### config.mk
export PLATFORM = sky130hd
export DESIGN_NAME = msr_ctrl
export DESIGN_NICKNAME = d
export VERILOG_FILES = /design/src/sv/msr_sparse_matrix_vector_product_core_assert.svh /design/src/sv/msr_pkg.sv /design/src/sv/msr_ctrl.sv
export SDC_FILE = /design/constraint.sdc
export NUM_CORES = 1
export LEC_CHECK = 0
export BUFFER_PORTS_ARGS = -buffer_cell sky130_fd_sc_hd__buf_2
export CORE_AREA = 3 3 40 42
export DETAILED_ROUTE_END_ITERATION = 7
export DIE_AREA = 0 0 43 45
export PLACE_DENSITY = 0.88
export SETUP_SLACK_MARGIN = 0.05
export SLEW_MARGIN = 15
export SYNTH_ARGS = -nofsm -noshare
export SYNTH_HDL_FRONTEND = slang
export SYNTH_SLANG_ARGS = --single-unit
### constraint.sdc
create_clock -name clk -period 3.3 [get_ports clk]
set_clock_uncertainty 0.1 [all_clocks]
set_input_delay 0.495 -clock clk [delete_from_list [all_inputs] [get_ports clk]]
set_output_delay 0.495 -clock clk [all_outputs]
set_load 0.05 [all_outputs]
### src/sv/msr_sparse_matrix_vector_product_core_assert.svh
// Assertion macros for the MSR sparse matrix-vector product core.
`ifndef MSR_SPARSE_MATRIX_VECTOR_PRODUCT_CORE_ASSERT_SVH
`define MSR_SPARSE_MATRIX_VECTOR_PRODUCT_CORE_ASSERT_SVH
`ifndef SYNTH
`define MSR_ASSERT_SAME(lbl, ante, cons) \
  lbl: assert property (@(posedge clk) disable iff (!rst_n) (ante) |-> (cons)) \
    else $error("msr core: same-cycle check failed");
`define MSR_ASSERT_NEXT(lbl, ante, cons) \
  lbl: assert property (@(posedge clk) disable iff (!rst_n) (ante) |=> (cons)) \
    else $error("msr core: next-cycle check failed");
`else
`define MSR_ASSERT_SAME(lbl, ante, cons)
`define MSR_ASSERT_NEXT(lbl, ante, cons)
`endif
`endif

### src/sv/msr_pkg.sv
// Package: types, codes and defaults shared by the MSR product core.
`default_nettype none
package msr_pkg;

  localparam int MAX_ENTRIES_DEF = 4096;
  localparam int MAX_DIM_DEF     = 1024;
  localparam int IW_W            = 13;
  localparam int CFG_W           = 13;

  localparam logic [1:0] FUNC_LOAD_ENTRY = 2'd0;
  localparam logic [1:0] FUNC_LOAD_VEC   = 2'd1;
  localparam logic [1:0] FUNC_COMPUTE    = 2'd2;
  localparam logic [1:0] FUNC_READ       = 2'd3;

  localparam logic [1:0] CFG_DIM         = 2'd0;
  localparam logic [1:0] CFG_ENTRY_COUNT = 2'd1;
  localparam logic [1:0] CFG_SYMMETRIC   = 2'd2;

  typedef struct packed {
    logic [1:0]         func;
    logic [11:0]        index;
    logic [12:0]        index_word;
    logic signed [31:0] value;
  } in_item_t;

  typedef struct packed {
    logic [9:0]         row;
    logic signed [31:0] result_value;
    logic               saturated;
  } out_item_t;

  typedef enum logic [4:0] {
    OP_NONE, OP_LOAD_ENTRY, OP_LOAD_VEC, OP_CMP_START, OP_DIAG_RD, OP_DIAG_MUL,
    OP_DIAG_WR, OP_ROW_INIT, OP_ROW_RD, OP_ROW_SET, OP_ROW_NEXT, OP_ENT_RD,
    OP_COL_RD, OP_ENT_MUL, OP_SYM_MUL, OP_ACC_WR, OP_ENT_NEXT, OP_RD_START,
    OP_OUT_LOAD
  } dp_op_t;

  typedef struct packed {
    dp_op_t op;
  } cmd_t;

  typedef struct packed {
    logic i_done;
    logic k_done;
    logic col_ok;
    logic sym;
    logic out_free;
  } status_t;

  typedef enum logic [3:0] {
    S_IDLE, S_DIAG_CHK, S_DIAG_MUL, S_DIAG_WR, S_ROW_CHK, S_ROW_SET, S_ENT_CHK,
    S_ENT_COL, S_ENT_MUL, S_ENT_ACC, S_SYM_MUL, S_SYM_ACC, S_ENT_NEXT, S_RD_WAIT
  } ctrl_state_t;

endpackage
`default_nettype wire

### src/sv/msr_ctrl.sv
// Controller: sequences loads, the compute walk and result reads.
`default_nettype none
module msr_ctrl (
  input  wire logic             clk,
  input  wire logic             rst_n,
  input  wire logic             in_valid,
  input  wire logic [1:0]       in_func,
  output logic                  in_stall,
  input  wire msr_pkg::status_t sts,
  output msr_pkg::cmd_t         cmd
);

  msr_pkg::ctrl_state_t state_r, state_nxt;

  always_ff @(posedge clk) begin
    if (!rst_n) begin
      state_r <= msr_pkg::S_IDLE;
    end else begin
      state_r <= state_nxt;
    end
  end

  always_comb begin
    state_nxt = state_r;
    cmd.op    = msr_pkg::OP_NONE;
    in_stall  = (state_r != msr_pkg::S_IDLE);
    unique case (state_r)
      msr_pkg::S_IDLE: begin
        if (in_valid) begin
          unique case (in_func)
            msr_pkg::FUNC_LOAD_ENTRY: cmd.op = msr_pkg::OP_LOAD_ENTRY;
            msr_pkg::FUNC_LOAD_VEC:   cmd.op = msr_pkg::OP_LOAD_VEC;
            msr_pkg::FUNC_COMPUTE: begin
              cmd.op    = msr_pkg::OP_CMP_START;
              state_nxt = msr_pkg::S_DIAG_CHK;
            end
            msr_pkg::FUNC_READ: begin
              cmd.op    = msr_pkg::OP_RD_START;
              state_nxt = msr_pkg::S_RD_WAIT;
            end
            default: cmd.op = msr_pkg::OP_NONE;
          endcase
        end
      end
      msr_pkg::S_DIAG_CHK: begin
        if (sts.i_done) begin
          cmd.op    = msr_pkg::OP_ROW_INIT;
          state_nxt = msr_pkg::S_ROW_CHK;
        end else begin
          cmd.op    = msr_pkg::OP_DIAG_RD;
          state_nxt = msr_pkg::S_DIAG_MUL;
        end
      end
      msr_pkg::S_DIAG_MUL: begin
        cmd.op    = msr_pkg::OP_DIAG_MUL;
        state_nxt = msr_pkg::S_DIAG_WR;
      end
      msr_pkg::S_DIAG_WR: begin
        cmd.op    = msr_pkg::OP_DIAG_WR;
        state_nxt = msr_pkg::S_DIAG_CHK;
      end
      msr_pkg::S_ROW_CHK: begin
        if (sts.i_done) begin
          state_nxt = msr_pkg::S_IDLE;
        end else begin
          cmd.op    = msr_pkg::OP_ROW_RD;
          state_nxt = msr_pkg::S_ROW_SET;
        end
      end
      msr_pkg::S_ROW_SET: begin
        cmd.op    = msr_pkg::OP_ROW_SET;
        state_nxt = msr_pkg::S_ENT_CHK;
      end
      msr_pkg::S_ENT_CHK: begin
        if (sts.k_done) begin
          cmd.op    = msr_pkg::OP_ROW_NEXT;
          state_nxt = msr_pkg::S_ROW_CHK;
        end else begin
          cmd.op    = msr_pkg::OP_ENT_RD;
          state_nxt = msr_pkg::S_ENT_COL;
        end
      end
      msr_pkg::S_ENT_COL: begin
        // bad column words are skipped
        if (sts.col_ok) begin
          cmd.op    = msr_pkg::OP_COL_RD;
          state_nxt = msr_pkg::S_ENT_MUL;
        end else begin
          cmd.op    = msr_pkg::OP_ENT_NEXT;
          state_nxt = msr_pkg::S_ENT_CHK;
        end
      end
      msr_pkg::S_ENT_MUL: begin
        cmd.op    = msr_pkg::OP_ENT_MUL;
        state_nxt = msr_pkg::S_ENT_ACC;
      end
      msr_pkg::S_ENT_ACC: begin
        cmd.op    = msr_pkg::OP_ACC_WR;
        state_nxt = sts.sym ? msr_pkg::S_SYM_MUL : msr_pkg::S_ENT_NEXT;
      end
      msr_pkg::S_SYM_MUL: begin
        cmd.op    = msr_pkg::OP_SYM_MUL;
        state_nxt = msr_pkg::S_SYM_ACC;
      end
      msr_pkg::S_SYM_ACC: begin
        cmd.op    = msr_pkg::OP_ACC_WR;
        state_nxt = msr_pkg::S_ENT_NEXT;
      end
      msr_pkg::S_ENT_NEXT: begin
        cmd.op    = msr_pkg::OP_ENT_NEXT;
        state_nxt = msr_pkg::S_ENT_CHK;
      end
      msr_pkg::S_RD_WAIT: begin
        if (sts.out_free) begin
          cmd.op    = msr_pkg::OP_OUT_LOAD;
          state_nxt = msr_pkg::S_IDLE;
        end
      end
      default: state_nxt = msr_pkg::S_IDLE;
    endcase
  end

endmodule
`default_nettype wire

# ---- Word level (Yosys, flattened, before mapping)
# Index checks and enable logic that the tools add are counted.
dict set report op_classes {
  eq_ne 19
  div 0
  order_cmp 0
  add_sub_neg 0
  reduce_logical 6
  bitwise 0
  multipliers 0
  n_mux 17
  shift 0
}
# operator count
set ops {}
lappend ops {{one-hot mux 5 bit (13 select lines)} 1}
lappend ops {{one-hot mux 4 bit (13 select lines)} 1}
lappend ops {{equality test 4 bit (second input constant)} 6}
lappend ops {{one-hot mux 5 bit (4 select lines)} 1}
lappend ops {{equality test 4 x 3 -> 1 bit (second input constant)} 4}
lappend ops {{2-to-1 mux 4 bit} 4}
lappend ops {{2-to-1 mux 5 bit} 3}
lappend ops {{2-to-1 mux 3 bit} 3}
lappend ops {{equality test 4 x 2 -> 1 bit (second input constant)} 2}
lappend ops {{one-hot mux 4 bit (2 select lines)} 1}
lappend ops {{equality test 2 bit (second input constant)} 2}
lappend ops {{equality test 4 x 1 -> 1 bit (second input constant)} 1}
lappend ops {{zero test 4 bit} 1}
lappend ops {{2-to-1 mux 2 bit} 2}
lappend ops {{inequality test 2 bit (second input constant)} 2}
lappend ops {{nonzero test 4 bit} 1}
lappend ops {{OR reduction 2 bit} 2}
lappend ops {{inequality test 3 x 1 -> 1 bit (second input constant)} 1}
lappend ops {{AND reduction 3 bit} 1}
lappend ops {{equality test 2 x 1 -> 1 bit (second input constant)} 1}
lappend ops {{zero test 2 bit} 1}
lappend ops {{2-to-1 mux 1 bit} 1}
dict set report totals {
  out_inout_bits 6
  mem_bits_rw 0
  ff_bits 4
  latch_bits 0
  mem_bits_ro 0
  memories 0
}

# ---- Logic depth before layout (Yosys ltp)
# Gate-level depths: netlist of the first run.
dict set report depth {
  ltp_word 4
  mapped_depth 6
  mapped_depth_nobuf 6
}

# ---- Worst setup path before layout of the first run
# No wires, ideal clock.
dict set report synth_timing {
  path_kind {reg-to-output}
  start {register state_r[1]}
  end {output cmd[3] (netlist name)}
  arrival_ns 1.933
  slack_ns 0.772
  stages_incl_launch_ff 6
  path_cell_list {dfxtp_1 buf_4 buf_4 a22oi_1 nand2_1 o21ai_0}
}
# item line
set synth_lines {}
lappend synth_lines {{start, declared} msr_ctrl.sv:13} ;# msr_pkg::ctrl_state_t state_r, state_nxt;
lappend synth_lines {{start signal, assigned} msr_ctrl.sv:17} ;# state_r <= msr_pkg::S_IDLE;
lappend synth_lines {{start signal, assigned} msr_ctrl.sv:19} ;# state_r <= state_nxt;
lappend synth_lines {{end, declared} msr_ctrl.sv:10} ;# output msr_pkg::cmd_t cmd

==> impl_metrics.ini, run 1 <==
[placed_design]
dp_slack_ns = 0.764
dp_hpwl_um = 1180
place_congestion = 0.806
io_buffers = 15
placed_cell_area_um2 = 722

[yosys]
synth_top_cell_by_area = dfxtp_1
synthTopCellsByCount = nand2_1, nor2_1, o21ai_0
async_flop_share_pct = 0
synth_flop_cell = dfxtp_1
synthesis.area_um2 = 697
yosysUniqueCellTypes = 42
ys_seq_elements = 4
synth_cells = 98
yosysWarnings = 0
yosysMostFrequentCell = nand2_1
yosysTopAreaCellShare_pct = 11.5
synth_edf_count = 0
syn_nets = 112
syn_area_per_cell_um2 = 7.11
yosysSeqAreaShare_pct = 11.5
netlist_top_cells_area = dfxtp_1, ha_1, o21ai_0

[timing]
fin_crit_sh_pct = 79.2
maxSlewHeadroom_pct = 44.2
fin_setup_tns_ns = 0
slew_violations = 0
final-setup-viol-count = 0
period_minus_slack_ns = 2.61
hold_viol = 0
max_freq_ghz = 0.383
tightest_slew_ns = 0.836
setup_ws_ns = 0.687
grt_setup_unrepaired = false

[critical_path]
startpoint_type = flip-flop
arrival_ns = 2.02
crit_type = flip-flop to primary output
reg2reg_slack_ns = 1.47
worstPathRequired_ns = 2.70
r2r_start = state_r[2]
crit_path_max_fanout = 27
r2r_end = state_r[2]
end_kind = primary output
r2r_cells = 4

[clocking]
clkTransAtPathRegs_ns = 0.04
cts_buffers = 3
insertion_delay_ns = 0.23
clock_path_buffers = 2
post_cts_buffers = 0
cts_tree = done
post_cts_resize_count = 0
clkSinkCount = 4
hold_buffers = 0
h-tree-depth = 1
cts_root_buf = clkbuf_4

[drt]
drtIter0Drc = 18
wl_um = 1570
dr_total_vias = 731
ant_nets = 0
first_pass_iters = 4
viasPerCell = 5.94
wl_per_cell_um = 12.8
drc_errors = 0

[die]
core_um2 = 1280
dieWidth_um = 43
ios = 16
rows = 13
start_util_pct = 54.2
die_h_um = 45
fp.dieArea_um2 = 1940

[global_routing]
grt_max_degree = 28
grt-ovfl-total = 0
grt_usage_pct = 16.5
grt_pass1_vias = 598
grt_pass1_wl_um = 2570
antenna_found_initial = 0

[run]
maxCapViolCount = 0

[pwr]
power_uw = 796
vdd_drop_max_mv = 0.524
power_density_nw_per_um2 = 1070
leakagePower_uw = 0.000305

[cells_and_area]
reg_top3 = state_r x4
syn2layout_area_growth_pct = 6.82
largest_register_ffs = 4
final_nets = 124
diodes = 0
drive_gt1_share_pct = 23.1
fin_util_pct = 57.9
multi_input_area_um2 = 522
fillCellCount = 126
fin_area_um2 = 744
seqCellArea_um2 = 80.1
top_register = state_r

[hold_path]
whs_endpoint = state_r[0]
hp-start = rst_n
worstHoldPathCells = 2
hold_path_class = input pin to flip-flop

[outcome]
status = complete, no violations
critical path: stages (launching register included):
cell and delay, ns:
dfxtp_1 0.86, o21ai_0 0.27, a22oi_1 0.24, o2bb2ai_1 0.13, buf_2 0.27
power breakdown:
group | total (uW) | internal (uW) | switching, uW
Clock | 57.8 | 40.5 | 17.4
Combinational | 572 | 202 | 370
Sequential | 166 | 66.8 | 99.2
Total | 796 | 309 | 487
layer usage:
| metal | wire, um | track usage, % | part of all wire [%] |
|---|---|---|---|
| met1 | 727 | 23.0 | 46 |
| met2 | 772 | 27.8 | 49 |
| met3 | 71 | 2.39 | 4.5 |
| met4 | 0 | 1.81 | 0 |
| met5 | 0 | 0 | 0 |
how the worst max path moves through the flow:
stage | start | endpoint | slack, ns | cells past startpoint
3_3_place_gp | in_func[0] | cmd[1] | 0.79 | 8
2_1_floorplan | state_r[1] | cmd[3] | 0.77 | 5
6_report | state_r[2] | cmd[0] | 0.69 | 4
4_1_cts | state_r[2] | cmd[0] | 0.69 | 4
3_5_place_dp | in_func[0] | cmd[1] | 0.76 | 8
5_1_grt | state_r[2] | cmd[0] | 0.51 | 4
final cells by class:
class                           count  share of cell area [%]
Inverter                            5                    2.52
Timing Repair Buffer               16                    11.1
Multi-Input combinational cell     80                    70.1
Tap cell                           15                    2.52
Sequential cell                     4                    10.8
Clock buffer                        3                    3.03
metrics by stage:
step | hold WS, ns | cells
after detailed placement | 0.661 | 120
after floorplan | 0.512 | 98
after CTS | 0.422 | 123
after global routing | 0.429 | 123
after global placement | 0.658 | 120
final | 0.427 | 123
logic make-up after synthesis:
group	count (synthesis)	share of synthesized area, %
xor gates and xnor gates	1	1.26
adders and majority gates	4	7.18
and+or+nand+nor	41	32.1
AOI/OAI and AO/OA	34	34.3
DFF	4	11.5
buffers and inverters	14	13.6
cells in the final DEF (no fill, tap or decap), types with 2 or more instances in the layout:
cell / instances
buf_2: 15
nand2_1: 12
nor2_1: 10
o21ai_0: 9
inv_1: 5
nor2b_1: 4
a21oi_1: 4
ha_1: 4
dfxtp_1: 4
nand2b_1: 3
clkbuf_4: 3
a22oi_1: 2
o2bb2ai_1: 2
nand3_1: 2
a211oi_1: 2
o21a_1: 2
o21ai_1: 2
(Power assumes the default switching activity.)
==> run 2, diff against run 1 <==
--- a/config.mk
+++ b/config.mk
@@ -6,10 +6,10 @@
 export NUM_CORES = 1
 export LEC_CHECK = 0
 export BUFFER_PORTS_ARGS = -buffer_cell sky130_fd_sc_hd__buf_2
-export CORE_AREA = 3 3 40 42
+export CORE_MARGIN = 3
+export CORE_UTILIZATION = 52
 export DETAILED_ROUTE_END_ITERATION = 7
-export DIE_AREA = 0 0 43 45
-export PLACE_DENSITY = 0.88
+export PLACE_DENSITY = 0.87
 export SETUP_SLACK_MARGIN = 0.05
 export SLEW_MARGIN = 15
 export SYNTH_ARGS = -nofsm -noshare
==> constraint.sdc (replaced) <==
create_clock -name clk -period 2.5 [get_ports clk]
set_clock_uncertainty 0.1 [all_clocks]
set_input_delay 0.375 -clock clk [delete_from_list [all_inputs] [get_ports clk]]
set_output_delay 0.375 -clock clk [all_outputs]
set_load 0.05 [all_outputs]
==> run 2 against run 1 <==
Wire length increased by 2.9%. Flip-flop and latch count unchanged. Via count increased by 0.96%. Final area increased by 2.2%. Non-clock buffer count increased by 2. Die area decreased by 6.2%. Cell count increased by 0.81%. Critical path depth increased by 4. Register-to-register slack got worse by 0.74 ns. Count of clock-buffer cells in the layout unchanged. Clock power increased by 36%. Critical path type is now input pin to primary output. Largest cell class unchanged. Largest power group unchanged. Highest routed layer unchanged.
==> impl_metrics.ini, run 2 (synthesis gave the netlist of run 1 again) <==
[timing]
grt_setup_unrepaired = false
period_minus_slack_ns = 2.31
slew_violations = 0
fin_crit_sh_pct = 92.4
final-setup-viol-count = 0
fin_setup_tns_ns = 0
hold_viol = 0
maxSlewHeadroom_pct = 58.7
tightest_slew_ns = 0.618
max_freq_ghz = 0.433
hold_slack_ns = 0.314

[cells_and_area]
fin_area_um2 = 761
fillCellCount = 113
drive_gt1_share_pct = 26.4
top_register = state_r
syn2layout_area_growth_pct = 9.16
layout_commonest_cell = buf_2
finalNonFillerCells = 124
final_nets = 126
final_cell_mix = buf_2, nand2_1, nor2_1
largest_register_ffs = 4
diodes = 0
fin_util_pct = 64.1
reg_top3 = state_r x4

[outcome]
status = complete, no violations

[drt]
viasPerCell = 5.95
first_pass_iters = 4
drtIter0Drc = 24
wl_um = 1620
dr_total_vias = 738
drc_errors = 0
ant_nets = 0
wl_per_cell_um = 13.0

[pwr]
netSwitchingFraction_pct = 60.6
pwr-share-comb_pct = 76.8
leakagePower_uw = 0.000317
p_int_uw = 424
p_seq_share_pct = 15.9
p_sw_uw = 652
power_frac_clock_pct = 7.3
vdd_drop_max_mv = 0.869
power_density_nw_per_um2 = 1410

[die]
die_h_um = 42.6
dieWidth_um = 42.6
core_um2 = 1190
rows = 12
ios = 16
fp.dieArea_um2 = 1820
start_util_pct = 58.8

[placed_design]
dp_hpwl_um = 1140
place_congestion = 0.853
dp.cells = 121
placed_cell_area_um2 = 736
io_buffers = 15

[clocking]
cts_buffers = 3
hold_buffers = 0
insertion_delay_ns = 0.23
clock_path_buffers = 2
clkTransAtPathRegs_ns = 0.03
clkSinkCount = 4
cts_tree = done
cts_root_buf = clkbuf_4
h-tree-depth = 1

[critical_path]
end_kind = primary output
worstPathRequired_ns = 2.03
crit_path_max_fanout = 4
arrival_ns = 1.83
crit_type = input pin to primary output
startpoint_type = input pin

[global_routing]
grt-ovfl-total = 0
grt_pass1_vias = 641
grt_usage_pct = 18.6
antenna_found_initial = 0
grt_max_degree = 22
grt_pass1_wl_um = 2700

[hold_path]
hold_path_class = input pin to flip-flop

[run]
maxCapViolCount = 0
[run 2: repair_timing]
| action | 4_1_cts | 5_1_grt |
|---|---|---|
| setup endpoints to repair | 0 | 4 |
| buffers inserted | 0 | 0 |
| gates resized for setup | 0 | 2 |
[run 2: power by group through the flow]
stage | Combinational (uW) | Clock [uW] | Sequential [uW]
finish | 826 | 78.4 | 171
detailed placement | 822 | 0 | 166
floorplan | 781 | 0 | 111
global placement | 810 | 0 | 164
global route | 895 | 87.3 | 180
CTS | 826 | 81.9 | 165
[run 2: final cells by class]
cell class                      instances  area, um2  area share (%)
Sequential cell                         4       82.6            10.9
Inverter                                5       18.8            2.47
Multi-Input combinational cell         80        522            68.6
Tap cell                               14       17.5            2.30
Timing Repair Buffer                   18       97.6            12.8
Clock buffer                            3       22.5            2.96
[run 2: metrics by stage]
step           total power, uW  worst slack [ns]
4_1_cts                   1070             0.120
6_report                  1080             0.191
2_1_floorplan              892            0.0917
3_5_place_dp               988             0.191
5_1_grt                   1160            0.0608
3_3_place_gp               974             0.227
[run 2: worst paths after layout]
check	from	end	slack, ns	cells past startpoint
setup / recovery	in_func[0]	cmd[1]	0.19	8
hold / removal	rst_n	state_r[3]	0.31	2
setup reg to reg	state_r[2]	state_r[2]	0.73	5
hold reg to reg	state_r[1]	state_r[2]	0.64	2
[run 2: layer usage]
layer	up-vias	global-route usage, %	share of wire [%]
met2	32	27.7	47
met3	0	4.29	7.4
li1	372	-	-
met5	-	0	0
met4	0	6.21	0
met1	334	25.8	46
[run 2: worst max-delay path, cell delays in order]
cell and delay, ns:
buf_2 0.12, inv_1 0.05, ha_1 0.28, nor4b_1 0.29, a211oi_1 0.10, a211oi_1 0.24
a311o_1 0.14, buf_2 0.26
